`config.mk`:
```
export PLATFORM = sky130hd
export DESIGN_NAME = cpsa_find
export DESIGN_NICKNAME = d
export VERILOG_FILES = /design/src/rtl/cpsa_pkg.sv /design/src/rtl/cpsa_find.sv
export SDC_FILE = /design/constraint.sdc
export NUM_CORES = 1
export LEC_CHECK = 0
export ABC_AREA = 1
export BUFFER_PORTS_ARGS = -buffer_cell sky130_fd_sc_hd__buf_2
export CAP_MARGIN = 20
export CORE_MARGIN = 2
export CORE_UTILIZATION = 47
export DETAILED_ROUTE_END_ITERATION = 6
export GPL_ROUTABILITY_DRIVEN = 0
export PLACE_DENSITY_LB_ADDON = 0.08
export SLEW_MARGIN = 20
export SYNTH_ARGS = -nofsm -noshare
export SYNTH_HDL_FRONTEND = slang
export SYNTH_SLANG_ARGS = --single-unit
export TNS_END_PERCENT = 5
```
`constraint.sdc`:
```
create_clock -name clk -period 2.12 [get_ports clk]
set_clock_uncertainty 0.05 [all_clocks]
set_input_delay 0.424 -clock clk [delete_from_list [all_inputs] [get_ports clk]]
set_output_delay 0.424 -clock clk [all_outputs]
set_load 0.05 [all_outputs]
```
`src/rtl/cpsa_pkg.sv`:
```
// Shared types and constants for the color palette slot allocator.
package cpsa_pkg;

    localparam int PALETTE_SLOTS_DEFAULT = 256;
    localparam int INDEX_W               = 8;
    localparam int FIND_GROUP            = 16;

    localparam logic [31:0] RGBA_BLACK = 32'h0000_00FF;
    localparam logic [31:0] RGBA_WHITE = 32'hFFFF_FFFF;

    typedef enum logic [1:0] {
        MODE_ALLOC = 2'd0,
        MODE_FREE  = 2'd1,
        MODE_READ  = 2'd2
    } mode_t;

    typedef enum logic [1:0] {
        STAT_OK      = 2'd0,
        STAT_INVALID = 2'd1,
        STAT_FULL    = 2'd2
    } status_t;

    typedef struct packed {
        logic [1:0]         mode;
        logic [7:0]         red;
        logic [7:0]         green;
        logic [7:0]         blue;
        logic [7:0]         alpha;
        logic [INDEX_W-1:0] color_index;
    } cpsa_req_t;

    typedef struct packed {
        logic [INDEX_W-1:0] result_index;
        logic [1:0]         status;
        logic [7:0]         out_red;
        logic [7:0]         out_green;
        logic [7:0]         out_blue;
        logic [7:0]         out_alpha;
    } cpsa_rsp_t;

    typedef struct packed {
        logic               found;
        logic [INDEX_W-1:0] slot;
    } cpsa_find_t;

endpackage

```
`src/rtl/cpsa_find.sv`:
```
// Two-level first-free slot finder: registered per-group encoders, then group select.
module cpsa_find #(
    parameter int SLOTS = cpsa_pkg::PALETTE_SLOTS_DEFAULT
) (
    input  logic                  clk,
    input  logic [SLOTS-1:0]      free_vec,
    output cpsa_pkg::cpsa_find_t  result
);
    import cpsa_pkg::*;

    localparam int NG   = (SLOTS + FIND_GROUP - 1) / FIND_GROUP;
    localparam int GW   = (NG > 1) ? $clog2(NG) : 1;
    localparam int LW   = $clog2(FIND_GROUP);
    localparam int PADW = NG * FIND_GROUP;

    logic [PADW-1:0] pad_vec;
    logic [NG-1:0]   grp_any_next;
    logic [LW-1:0]   grp_low_next [NG];
    logic [NG-1:0]   grp_any_reg;
    logic [LW-1:0]   grp_low_reg  [NG];
    logic [GW-1:0]   sel;

    assign pad_vec = PADW'(free_vec);

    // Lowest free bit inside each group.
    always_comb
    begin
        for (int g = 0; g < NG; g++)
        begin
            grp_any_next[g] = |pad_vec[g*FIND_GROUP +: FIND_GROUP];
            grp_low_next[g] = '0;
            for (int b = FIND_GROUP - 1; b >= 0; b--)
            begin
                if (pad_vec[g*FIND_GROUP + b])
                begin
                    grp_low_next[g] = LW'(b);
                end
            end
        end
    end

    always_ff @(posedge clk)
    begin
        grp_any_reg <= grp_any_next;
        for (int g = 0; g < NG; g++)
        begin
            grp_low_reg[g] <= grp_low_next[g];
        end
    end

    // Lowest group that holds a free slot.
    always_comb
    begin
        sel = '0;
        for (int g = NG - 1; g >= 0; g--)
        begin
            if (grp_any_reg[g])
            begin
                sel = GW'(g);
            end
        end
        result.found = |grp_any_reg;
        result.slot  = INDEX_W'({sel, grp_low_reg[sel]});
    end
endmodule

```
==> results.json <==
{
  "cp_data_arrival_time_ns": 2.33,
  "clkTransAtPathRegs_ns": 0.05,
  "die_w_um": 112,
  "path_buf_inv": 3,
  "crit_required_ns": 1.65,
  "syn_area_um2": 5480,
  "worst_slack_ns": -0.684,
  "grt_usage": 0.230,
  "clock_path_buffers": 2,
  "syn_avg_cell_area_um2": 5.91,
  "path_class": "reg -> out",
  "wl_um": 15400,
  "cap_violations": 0,
  "final_common_cell": "buf_2",
  "status": "finished, violations left",
  "cts_hold_buf": 0,
  "ir_drop_mv": 0.412,
  "drt_iter0_drc": 294,
  "worst_pin_slew_ns": 0.421,
  "maxSlewHeadroom": 0.717,
  "vias": 6714,
  "gr-total-overflow": 0,
  "slew_violations": 0,
  "violations": "setup timing",
  "ys_seq_area_frac": 0.292,
  "power_density_nw_per_um2": 478,
  "finalNetCount": 1475,
  "cpMostUsedCell": "nand2_1",
  "cts_root_buf": "clkbuf_16",
  "p_total_mw": 3.76,
  "grt_max_degree": 21,
  "yosys_warnings": 0,
  "synthToLayoutAreaGrowth_pct": 43.5,
  "initial_utilization": 0.480,
  "htree_levels": 3,
  "crit_chain": "inv_2 > nand2_2 > nand2_1 > nand2_1 > nand2_1 > nand2_1 > nand2_1 > nand2_1 > nand2_1 > nand2_1 > nand2_1 > nand2_1 > nand2_2 > nand2_4 > nand2_8 > buf_6 > nand3b_1 > nand3_1 > nand3_2 > nand3_4 > nand2_4 > buf_8",
  "n_antenna_cell": 0,
  "hpwlAfterDp_um": 12200,
  "period_minus_slack_ns": 2.80,
  "met2WireLength_um": 7620,
  "grt_pass1_wl_um": 24300,
  "postRouteAntennaNets": 0,
  "drt_pass1_iterations": 5,
  "largest_reg_flops": 64,
  "die_height_um": 112,
  "grt_pass1_vias": 6039,
  "cp-end-kind": "primary output",
  "wire_per_inst_um": 11.3,
  "rsz0062_at_grt": "yes",
  "synth_seq_cells": 80,
  "finalSetupViolations": 8,
  "die_area_um2": 12500,
  "cts_sinks": 80,
  "syn_nets": 1185,
  "cts_buffers": 9,
  "core_um2": 11400,
  "ios": 266,
  "via_per_inst": 4.92,
  "p_leak_nw": 4.12,
  "topRoutingLayerUsed": "met4",
  "drc": 0,
  "synth_cell_types": 24,
  "period_share": 1.32,
  "wl_met1_um": 6530,
  "min_path_type": "in -> reg",
  "final_cell_mix": "258 x buf_2, 237 x inv_1, 117 x nor2_1",
  "tritoncts": "built",
  "crit_fanout": 4,
  "met3_length_um": 1000,
  "cpPeakStageDelay_ns": 0.33,
  "placed_cell_area_um2": 7220,
  "drive_above_1_share": 0.307,
  "cp-start-kind": "register",
  "io_buffer_count": 265,
  "syn_inst": 928,
  "postLayoutCellArea_um2": 7870,
  "antenna_found_initial": 0,
  "clock.fmax_mhz": 357,
  "path_delay_family": "simple AND/OR/NAND/NOR gates",
  "final-hold-violation-count": 0,
  "rows": 39,
  "cp_slowest_cell": "dfxtp_2"
}
-- where the power goes --
part,switching (mW),internal (mW),leakage [nW]
registers,0.0147,1.55,0.654
logic,0.355,0.332,3.32
clock network,0.564,0.940,0.145
total,0.934,2.82,4.12
-- metal layers --
layer	track usage	vias up
met4	0.0650	0
met1	0.268	2912
li1	-	3557
met5	0	-
met3	0.0386	24
met2	0.432	221
-- path summary, 6_finish.rpt --
| path | start | to | slack [ns] | cells past startpoint |
|---|---|---|---|---|
| worst min-delay path | free_vec[144] | grp_low_reg[9][0]$_SDFF_PP0_ | 0.20 | 2 |
| worst max-delay path | grp_any_reg[14]$_DFF_P_ | result[1] | -0.68 | 22 |
-- cell families after synthesis --
group                  after synthesis  share of synthesized area
AOI/OAI and AO/OA                  159                      0.158
DFF                                 80                      0.292
buffers and inverters              256                      0.182
and+or+nand+nor                    433                      0.369
-- metrics by stage --
| step | worst slack (ns) | util | hold slack, ns | instances | TNS [ns] |
|---|---|---|---|---|---|
| 4_1_cts | -0.626 | 0.675 | 0.195 | 1363 | -3.39 |
| 6_report | -0.684 | 0.689 | 0.199 | 1366 | -3.54 |
| 3_3_place_gp | -0.340 | 0.632 | 0.543 | 1342 | -1.46 |
| 2_1_floorplan | -0.0358 | - | 0.443 | 928 | -0.143 |
| 5_1_grt | -0.907 | 0.689 | 0.199 | 1366 | -4.79 |
| 3_5_place_dp | -0.380 | 0.632 | 0.544 | 1342 | -1.66 |
-- area by class of cell --
cell class | instances | area [um^2]
fillers | 1027 | 3550
multi-input cells | 595 | 3180
repair buffers | 287 | 1680
flip-flops and latches | 80 | 1610
inverters | 245 | 925
clock buffers | 11 | 243
well taps | 143 | 179
clock inverters | 5 | 56.3
-- synth_stat cells --
cell | n | area share
a21oi_1 | 94 | 0.086
buf_4 | 3 | 0.0041
nor3_1 | 49 | 0.045
o21ai_1 | 34 | 0.031
nand3_2 | 1 | 0.0018
nor4_2 | 1 | 0.0023
nand2_2 | 1 | 0.0011
clkbuf_1 | 4 | 0.0027
a21oi_2 | 1 | 0.0016
buf_6 | 3 | 0.0062
dfxtp_1 | 80 | 0.29
o21bai_1 | 2 | 0.0027
inv_2 | 6 | 0.0041
nand2_1 | 86 | 0.059
nand3_1 | 127 | 0.12
o21ai_0 | 12 | 0.011
nand2_4 | 2 | 0.0041
nor4_1 | 17 | 0.019
inv_1 | 239 | 0.16
o311ai_0 | 16 | 0.026
nor2_1 | 117 | 0.080
or2_2 | 16 | 0.018
buf_2 | 1 | 0.00091
nand3b_1 | 16 | 0.022
-- repair_timing --
item                       4_1_cts  5_1_grt
hold endpoints to repair         0        0
setup endpoints to repair        8        9
buffers inserted                 1        0
gates resized for setup         29       26
gates cloned                     4        3
pin swaps                       13       12
Power figures use the tool's default switching activity.
